$ cat config.mk
export PLATFORM = sky130hd
export DESIGN_NAME = lzwve_cell
export DESIGN_NICKNAME = d
export VERILOG_FILES = /design/src/rtl/core/lzwve_pkg.sv /design/src/rtl/core/lzwve_cell.sv
export SDC_FILE = /design/constraint.sdc
export NUM_CORES = 1
export LEC_CHECK = 0
export BUFFER_PORTS_ARGS = -buffer_cell sky130_fd_sc_hd__buf_2
export CAP_MARGIN = 10
export CORE_MARGIN = 2
export CORE_UTILIZATION = 41
export CTS_BUF_LIST = sky130_fd_sc_hd__clkbuf_4 sky130_fd_sc_hd__clkbuf_8
export DETAILED_ROUTE_END_ITERATION = 16
export GPL_ROUTABILITY_DRIVEN = 0
export MAX_ROUTING_LAYER = met4
export PLACE_DENSITY_LB_ADDON = 0.15
export SLEW_MARGIN = 20
export SYNTH_ARGS = -nofsm -noshare
export SYNTH_HDL_FRONTEND = slang
export SYNTH_SLANG_ARGS = --single-unit
$ cat constraint.sdc
create_clock -name i_clk -period 1.4 [get_ports i_clk]
set_input_delay 0.07 -clock i_clk [delete_from_list [all_inputs] [get_ports i_clk]]
set_output_delay 0.07 -clock i_clk [all_outputs]
set_load 0.02 [all_outputs]
$ cat src/rtl/core/lzwve_pkg.sv
// ----------------------------------------------------------------------------
// lzwve_pkg
// Shared types and constants of the variable width LZW encoder.
// ----------------------------------------------------------------------------
`default_nettype none

package lzwve_pkg;

    localparam int MAX_CODE_BITS   = 12;
    localparam int HASH_BITS       = 13;
    localparam int FIRST_FREE_CODE = 256;
    localparam int START_WIDTH     = 9;
    localparam int OUT_CELLS       = 4;
    localparam int CNT_W           = $clog2(OUT_CELLS + 1);

    typedef logic [MAX_CODE_BITS-1:0] t_code;
    typedef logic [MAX_CODE_BITS:0]   t_next_code;
    typedef logic [3:0]               t_width;
    typedef logic [HASH_BITS-1:0]     t_slot_addr;

    typedef struct packed {
        logic   last;
        t_width width;
        t_code  code;
    } t_res;

    typedef struct packed {
        logic       valid;
        t_code      pfx;
        logic [7:0] byt;
        t_code      code;
    } t_slot;

    typedef enum logic [1:0] {
        ST_CLEAR,
        ST_IDLE,
        ST_CHECK,
        ST_FIN
    } t_state;

endpackage

`default_nettype wire

$ cat src/rtl/core/lzwve_cell.sv
// ----------------------------------------------------------------------------
// lzwve_cell
// One cell of the output chain: holds a code and moves it toward the head.
// ----------------------------------------------------------------------------
`default_nettype none

module lzwve_cell (
    input  wire                  i_clk,
    input  wire                  i_rst_n,
    input  wire                  i_shift,
    input  wire                  i_load,
    input  wire lzwve_pkg::t_res i_load_data,
    input  wire                  i_up_valid,
    input  wire lzwve_pkg::t_res i_up_data,
    output logic                 o_valid,
    output lzwve_pkg::t_res      o_data
);
    import lzwve_pkg::*;

    logic r_valid, n_valid;
    t_res r_data, n_data;

    always_comb begin
        n_valid = r_valid;
        n_data  = r_data;
        if (i_shift) begin
            n_valid = i_up_valid;
            n_data  = i_up_data;
        end
        if (i_load) begin
            n_valid = 1'b1;
            n_data  = i_load_data;
        end
    end

    always_ff @(posedge i_clk) begin
        if (!i_rst_n) begin
            r_valid <= 1'b0;
        end else begin
            r_valid <= n_valid;
        end
        r_data <= n_data;
    end

    assign o_valid = r_valid;
    assign o_data  = r_data;

endmodule

`default_nettype wire

### Yosys cells after proc, flatten, opt, wreduce, memory -nomap -nowiden

Index checks and enable logic that the tools add are counted.

* register bits: 18
* input port bits: 39
* output and inout bits: 18
* word-level logic and storage cells: 9

* multiplexer cells: 4
* reductions and logical operators: 1

Operators with widths (number)
* $mux W17: 2
* $mux W1: 2
* $reduce_bool A2 Y1: 1

### Logic depth before layout (Yosys ltp)

Gate-level depths: netlist of run 1.

* word-level depth: 2
* depth in mapped cells: 3
* mapped depth without buffers: 2

### Worst setup path before layout of run 1

Ideal clock, no wire load.

* path kind: in2reg
* start point: input i_load
* end point: register r_data, in the netlist o_data[0] (enable)
* library setup time: 374 ps
* arrival: 769 ps
* data required time: 1026 ps
* setup slack: 257 ps
* stages on the path: 3
* buffers on the path: 2
* cells stage by stage: buf_6 buf_12 or2_1

* longest elaborated chain between the ends: 1

RTL lines
* start, declared: RTL line lzwve_cell.sv:11 `input wire i_load,`
* $reduce_bool A2 Y1 (no source line)
* end signal, assigned: RTL line lzwve_cell.sv:42 `r_data <= n_data;`
* end, declared: RTL line lzwve_cell.sv:21 `t_res r_data, n_data;`

Every way passes these cells.
A chain may end at the register's enable or synchronous reset.

### Worst setup path in the final report of run 1

* start point: register r_data, in the netlist o_data[15]
* end point: output o_data[15] (netlist bit)

RTL lines
* end, declared: RTL line lzwve_cell.sv:16 `output lzwve_pkg::t_res o_data`

No word-level cell between the ends.

==> results.tsv, run 1 <==
stage	metric	value	unit
synth	number of unique standard cell types used by synthesis	8	
layout	FF/Latch Area	530.5	sq um
worst_setup_path	critical setup path kind	flip-flop to output pin	
clock_network	post-cts repair resize count	0	
drt	routed length per placed instance	11.51	microns
grt	GRT Overall Usage	13.37	%
power	PwrDens	1045	mW/mm^2
grt	global-route wire length before repair	2318	microns
synth	post-synth design cell area	808.3	sq um
sta	fmax	1097	MHz
sta	slew at the pin closest to its max-slew limit	697.4	ps
worst_setup_path	kind of cell adding the most delay to the critical path	flip-flops	
worst_setup_path	CP max stage delay	390	ps
worst_setup_path	required time reported for the critical path endpoint	1330	ps
power	worst voltage drop across the vdd grid	0.6831	mV
worst_hold_path	worst hold path depth	2	
worst_setup_path	CP startpoint kind	flip-flop	
sta	Final setup viols	0	
synth	area leader, netlist	sky130_fd_sc_hd__edfxtp_1	
clock_network	hold-fix buffer count after cts	1	
clock_network	Inserted Clock Buffers	3	
layout	Layout area overhead	40.40	%
worst_setup_path	crit path cell chain	buf_2	
worst_setup_path	WP data arrival	840	ps
status	status	finished, final reports clean	
die	starting density of the core	42.50	%
sta	maximum clock skew at final layout	0	ps
layout	share of final-layout standard cells stronger than drive strength 1	78.00	%
grt	maximum number of pins on one net before global-route repair	18	
drt	post-detailed-routing wire length	1462	microns
power	Total Power	1.186	mW
sta	max-slew violations	0	
worst_setup_path	worst setup path start	o_data[15]	
worst_hold_path	Worst Hold Path EP	o_data[2]	
synth	fraction of registers with async set or reset after synthesis	0	%
clock_network	root buffer cell	sky130_fd_sc_hd__clkbuf_4	
worst_setup_path	Worst R2R Path Depth	2	
clock_network	clock net sink count	18	
synth	number of warnings printed during yosys synthesis	0	
layout	count of filler cells inserted in the layout	156	
worst_setup_path	Worst Path Max Fanout	1	
sta	total negative setup slack	0	ps
flow_run	max-cap violations	0	
clock_network	clock buffer depth	2	
drt	initial detailed-routing violation count	2	
grt	total congestion overflow after global routing	0	
clock_network	clock latency of the later-clocked register in the worst-skew pair	280	ps
drt	drt pass-1 iters	3	
worst_setup_path	setup slack of the worst register-to-register path	580	ps
sta	unrepaired setup endpoints after global routing	no	
synth	average size of a mapped cell	20.21	sq um
worst_setup_path	buffer and inverter count on the worst path	1	
synth	number of flops mapped to enable cells by yosys	17	
layout	layout net count	140	
synth	cell types with the highest counts after synthesis	sky130_fd_sc_hd__edfxtp_1 (17), sky130_fd_sc_hd__mux2_2 (10), sky130_fd_sc_hd__mux2_4 (8)	
clock_network	CTS tree	done	
synth	instance count of the mapped netlist	40	
clock_network	count of buffers added by post-CTS timing repair for setup	0	
worst_setup_path	Max stage delay cell, worst path	sky130_fd_sc_hd__edfxtp_1	
layout	area of combinational cells with multiple inputs	246.5	sq um
die	height of the chip	48.40	microns
sta	worst rel slew slack	53.51	%
synth	sequential share of the synthesized area	65.63	%
synth	flop and latch count out of synthesis	18	
worst_setup_path	RR Endpoint	o_valid	
power	Leak	0.5360	nW
clock_network	total number of H-tree levels	1	
drt	antenna violation net count after detailed routing	0	
drt	Vias	565	
sta	Final Critical Period	911.3	ps
worst_hold_path	Hold Path Origin	i_load_data[2]	
clock_network	Reg clk slew, reported paths	100	ps
die	width of the die	48.40	microns
die	Die Footprint	0.002343	sq mm
die	total core area	0.001902	sq mm
sta	final number of hold-violating endpoints	0	
die	IO Pins	57	
synth	cell with the most instances after synthesis	sky130_fd_sc_hd__edfxtp_1	
die	site row count	16	
sta	final critical-path share of the clock period	65.09	%
drt	vias per inst	4.449	
worst_hold_path	classification of the worst-slack hold path	input pin to flip-flop	
synth	syn_nets	79	
placement	number of port buffers	56	
worst_setup_path	endpoint class of the critical path	output pin	
layout	antenna diode count	0	
drt	number of remaining DRC errors	0	
synth	top-area cell type share of the netlist area	63.16	%
grt	number of antenna violations at the first check in global routing	0	
grt	vias in the first global route	588	
worst_setup_path	critical register-to-register path startpoint	o_valid	
synth	Area contributors post-synth	sky130_fd_sc_hd__edfxtp_1 (63%), sky130_fd_sc_hd__mux2_4 (15%), sky130_fd_sc_hd__mux2_2 (14%), sky130_fd_sc_hd__buf_12 (2.5%), sky130_fd_sc_hd__dfxtp_1 (2.5%)	
synth	Top FF cell, synth	sky130_fd_sc_hd__edfxtp_1	
[cell families (layout without fill, tap and decap cells)]
logic type / Yosys count / count (layout) / share of synthesized area (%)
AO/OA/AOI/OAI: 1 / 1 / 0.9291
flip-flops: 18 / 18 / 65.63
multiplexers: 18 / 18 / 28.79
AND/OR/NAND/NOR: 1 / 1 / 0.7745
buffers and inverters: 2 / 62 / 3.870
[power by group]
group | switching (mW) | internal, mW | leakage (nW)
Clock | 0.152 | 0.103 | 0.0154
Combinational | 0.136 | 0.127 | 0.339
Sequential | 0.0130 | 0.655 | 0.182
Total | 0.301 | 0.885 | 0.536
[flip-flops by register name, summed over array words and instances, names as in the netlist]
name,count
o_data,17
o_valid,1
[cell type report]
cell class | count | area share [%]
clock buffer | 3 | 1.985
clock inverter | 1 | 0.3308
multi-input combinational | 20 | 21.72
sequential | 18 | 46.75
tap | 27 | 2.977
timing repair buffer | 58 | 26.24
[per-layer routing]
layer | vias up | GRT usage [%] | share of wire, %
met5 | - | - | 0
met3 | 4 | 2.778 | 4.8
met2 | 25 | 25.46 | 59
met4 | 0 | 7.143 | 1.3
li1 | 275 | - | -
met1 | 261 | 12.37 | 35
[cell usage in the layout, fill, tap and decap left out]
cell type,instances
sky130_fd_sc_hd__mux2_2,10
sky130_fd_sc_hd__buf_4,1
sky130_fd_sc_hd__clkinv_1,1
sky130_fd_sc_hd__clkbuf_4,3
sky130_fd_sc_hd__buf_2,56
sky130_fd_sc_hd__mux2_4,8
sky130_fd_sc_hd__o21a_1,1
sky130_fd_sc_hd__dlygate4sd3_1,1
sky130_fd_sc_hd__dfxtp_1,1
sky130_fd_sc_hd__edfxtp_1,17
sky130_fd_sc_hd__or2_1,1
[per-stage QoR]
step	instance area, sq um	cells	setup slack (ps)	utilization, %	hold WS, ps
finish	1135	127	488.7	59.67	76.90
CTS	1135	127	471.7	59.67	67.28
global placement	1099	122	221.6	57.76	274.5
detailed placement	1099	122	173.9	57.76	281.2
floorplan	808.3	40	257.3	-	187.5
global route	1135	127	414.5	59.67	59.78
[worst max-delay path by stage]
stage / to / slack [ps] / cells past startpoint
final: o_data[15] / 490 / 1
after global routing: o_data[14] / 410 / 2
after CTS: o_data[15] / 470 / 1
after detailed placement: o_data[12] / 170 / 2
after global placement: o_data[10] / 220 / 2
after floorplan: o_data[0] / 260 / 3
No activity file was read; power rests on OpenSTA's default activity.
==> run 2: changes to the inputs <==
--- a/config.mk
+++ b/config.mk
@@ -5,10 +5,11 @@
 export SDC_FILE = /design/constraint.sdc
 export NUM_CORES = 1
 export LEC_CHECK = 0
+export ABC_AREA = 1
 export BUFFER_PORTS_ARGS = -buffer_cell sky130_fd_sc_hd__buf_2
 export CAP_MARGIN = 10
 export CORE_MARGIN = 2
-export CORE_UTILIZATION = 41
+export CORE_UTILIZATION = 38
 export CTS_BUF_LIST = sky130_fd_sc_hd__clkbuf_4 sky130_fd_sc_hd__clkbuf_8
 export DETAILED_ROUTE_END_ITERATION = 16
 export GPL_ROUTABILITY_DRIVEN = 0
==> constraint.sdc (replaced) <==
create_clock -name i_clk -period 0.8 [get_ports i_clk]
set_input_delay 0.04 -clock i_clk [delete_from_list [all_inputs] [get_ports i_clk]]
set_output_delay 0.04 -clock i_clk [all_outputs]
set_load 0.02 [all_outputs]
==> run 2 against run 1 <==
Net effect: the run now ends with negative setup slack left; flip-flop and latch count unchanged; synthesized area is 1.5% higher; core utilization rose by 2.8 points; clock skew unchanged; register-to-register slack got worse by 370 ps; critical path depth is the same; largest power group unchanged.
==> results.tsv, run 2 <==
stage	metric	value	unit
die	total core area	0.002002	sq mm
synth	top-area cell type share of the netlist area	62.20	%
clock_network	Inserted Clock Buffers	3	
power	PwrDens	1751	mW/mm^2
grt	met3 Track Usage GR	3.869	%
clock_network	Reg clk slew, reported paths	90	ps
status	status	finished, violations left	
synth	average size of a mapped cell	10.39	sq um
worst_hold_path	classification of the worst-slack hold path	input pin to flip-flop	
worst_setup_path	critical setup path kind	flip-flop to output pin	
synth	fraction of the mapped netlist area in compound gates	11.59	%
layout	count of placed standard cells in the final layout, fillers left out	165	
synth	post-synth design cell area	820.8	sq um
synth	instance count of the mapped netlist	79	
layout	most frequent standard cell in the layout excluding fill and tap cells	sky130_fd_sc_hd__buf_2	
synth	number of warnings printed during yosys synthesis	0	
synth	syn_nets	118	
synth	sequential share of the synthesized area	64.63	%
grt	total congestion overflow after global routing	0	
sta	max-slew violations	0	
layout	Final Util	62.44	%
synth	xor/xnor share of the synthesized area	0	%
drt	drt pass-1 iters	2	
worst_setup_path	required time reported for the critical path endpoint	760	ps
synth	main combinational cell family by area after synthesis	buffers and inverters	
layout	number of flip-flops in the largest register	17	
synth	Top FF cell, synth	sky130_fd_sc_hd__edfxtp_1	
die	IO Pins	57	
worst_setup_path	WP data arrival	820	ps
layout	share of final-layout standard cells stronger than drive strength 1	47.10	%
drt	number of remaining DRC errors	0	
die	starting density of the core	41.00	%
die	width of the die	50.48	microns
power	Total Power	2.189	mW
drt	routed length per placed instance	9.521	microns
sta	Final Critical Period	863.3	ps
synth	cell types with the highest counts after synthesis	sky130_fd_sc_hd__inv_1 (19), sky130_fd_sc_hd__nand2_1 (18), sky130_fd_sc_hd__edfxtp_1 (17)	
placement	Detailed Place HPWL	1240	microns
clock_network	clock latency of the later-clocked register in the worst-skew pair	270	ps
layout	antenna diode count	0	
worst_setup_path	Max stage delay cell, worst path	sky130_fd_sc_hd__edfxtp_1	
sta	final hold slack	38.13	ps
drt	Vias	701	
synth	flop and latch count out of synthesis	18	
sta	final number of hold-violating endpoints	0	
sta	worst rel slew slack	88.92	%
placement	placed cell count	160	
drt	antenna violation net count after detailed routing	0	
sta	unrepaired setup endpoints after global routing	yes	
layout	layout net count	178	
grt	maximum number of pins on one net before global-route repair	36	
sta	Worst Setup Slack, final	-63.33	ps
die	Die Footprint	0.002548	sq mm
status	failing checks	negative setup slack	
synth	fraction of synthesized area in multiplexers	0	%
sta	fmax	1158	MHz
power	worst voltage drop across the vdd grid	0.7833	mV
clock_network	clock net sink count	18	
worst_setup_path	Worst Path Max Fanout	1	
die	site row count	16	
die	height of the chip	50.48	microns
drt	post-detailed-routing wire length	1571	microns
power	Leak	0.6354	nW
clock_network	total number of H-tree levels	1	
grt	number of antenna violations at the first check in global routing	0	
synth	number of unique standard cell types used by synthesis	9	
placement	post-placement setup slack	0.09703	ps
worst_setup_path	CP startpoint kind	flip-flop	
flow_run	max-cap violations	0	
layout	Layout area overhead	52.29	%
synth	cell with the most instances after synthesis	sky130_fd_sc_hd__inv_1	
grt	global-route wire length before repair	2518	microns
grt	global routing met1 resource utilization	14.17	%
synth	number of flops mapped to enable cells by yosys	17	
sta	Final setup viols	17	
grt	met2 layer usage reported by global route	24.78	%
grt	GRT Overall Usage	13.41	%
drt	vias per inst	4.248	
worst_setup_path	CP max stage delay	400	ps
clock_network	count of buffers added by post-CTS timing repair for setup	0	
worst_setup_path	kind of cell adding the most delay to the critical path	flip-flops	
worst_setup_path	buffer and inverter count on the worst path	1	
clock_network	root buffer cell	sky130_fd_sc_hd__clkbuf_4	
synth	area leader, netlist	sky130_fd_sc_hd__edfxtp_1	
grt	most used routing layer	met2	
synth	Post-Synth Adder-Cell Area	0	%
synth	fraction of registers with async set or reset after synthesis	0	%
clock_network	CTS tree	done	
grt	vias in the first global route	654	
sta	final critical-path share of the clock period	107.9	%
worst_setup_path	endpoint class of the critical path	output pin	
drt	initial detailed-routing violation count	4	
clock_network	clock buffer depth	2	
worst_setup_path	crit path cell chain	buf_6	
placement	number of port buffers	56	
synth	synthesized-area fraction occupied by and/or/nand/nor cells	9.604	%
sta	maximum clock skew at final layout	0	ps
sta	slew at the pin closest to its max-slew limit	164.5	ps
layout	commonest cells after routing, fill and taps aside	sky130_fd_sc_hd__buf_2 (44), sky130_fd_sc_hd__inv_1 (18), sky130_fd_sc_hd__nand2_1 (18)	
synth	Area contributors post-synth	sky130_fd_sc_hd__edfxtp_1 (62%), sky130_fd_sc_hd__inv_1 (8.7%), sky130_fd_sc_hd__nand2_1 (8.2%), sky130_fd_sc_hd__o21ai_1 (7.9%), sky130_fd_sc_hd__buf_6 (5.5%)	
-- run 2: final timing paths --
check                                      from         end  slack, ps  depth (start not counted)
worst min-delay path            i_load_data[16]  o_data[16]         40                          3
worst max-delay path                  o_data[0]   o_data[0]        -60                          1
worst min register to register          o_valid     o_valid        470                          2
worst max register to register          o_valid     o_valid        210                          2
-- run 2: power by group --
group	switching [mW]	internal [mW]	total, mW	leakage (nW)
logic	0.270	0.265	0.535	0.433
clock network	0.242	0.227	0.468	0.0184
registers	0.0378	1.15	1.19	0.184
-- run 2: kinds of logic after synthesis --
| group | count (synthesis) |
|---|---|
| buffers and inverters | 23 |
| AND/OR/NAND/NOR | 19 |
| flip-flops | 18 |
| AO/OA/AOI/OAI | 19 |
-- run 2: per-stage QoR --
stage	setup TNS (ps)	cell area, sq um
final	-811.0	1250
after global routing	-1534	1250
after CTS	-1065	1196
after detailed placement	0	1134
after global placement	0	1134
after floorplan	-652.2	833.3
-- run 2: area by class of cell --
type                    count  area (sq um)
inverters                  19         75.07
repair buffers             59         405.4
clock buffers               4         30.03
flip-flops and latches     18         531.8
fillers                   181         752.0
well taps                  27         33.78
multi-input cells          38         173.9
-- run 2: metal layers --
metal / up-vias / routed length [microns]
li1: 369 / -
met4: 0 / 6
met2: 27 / 826
met5: - / 0
met1: 303 / 602
met3: 2 / 135
-- run 2: worst register-to-register path, delay by kind of cell (launching register included) --
| family | cells | cell delay [ps] |
|---|---|---|
| AO/OA/AOI/OAI | 1 | 130 |
| flip-flops | 1 | 340 |
| AND/OR/NAND/NOR | 1 | 50 |
-- run 2: what timing repair did --
item                                   in CTS  in global routing
hold buffers                                1                  0
gates resized for setup                     8                 17
setup endpoints to repair                  18                 18
endpoints found under the hold margin       1                  0
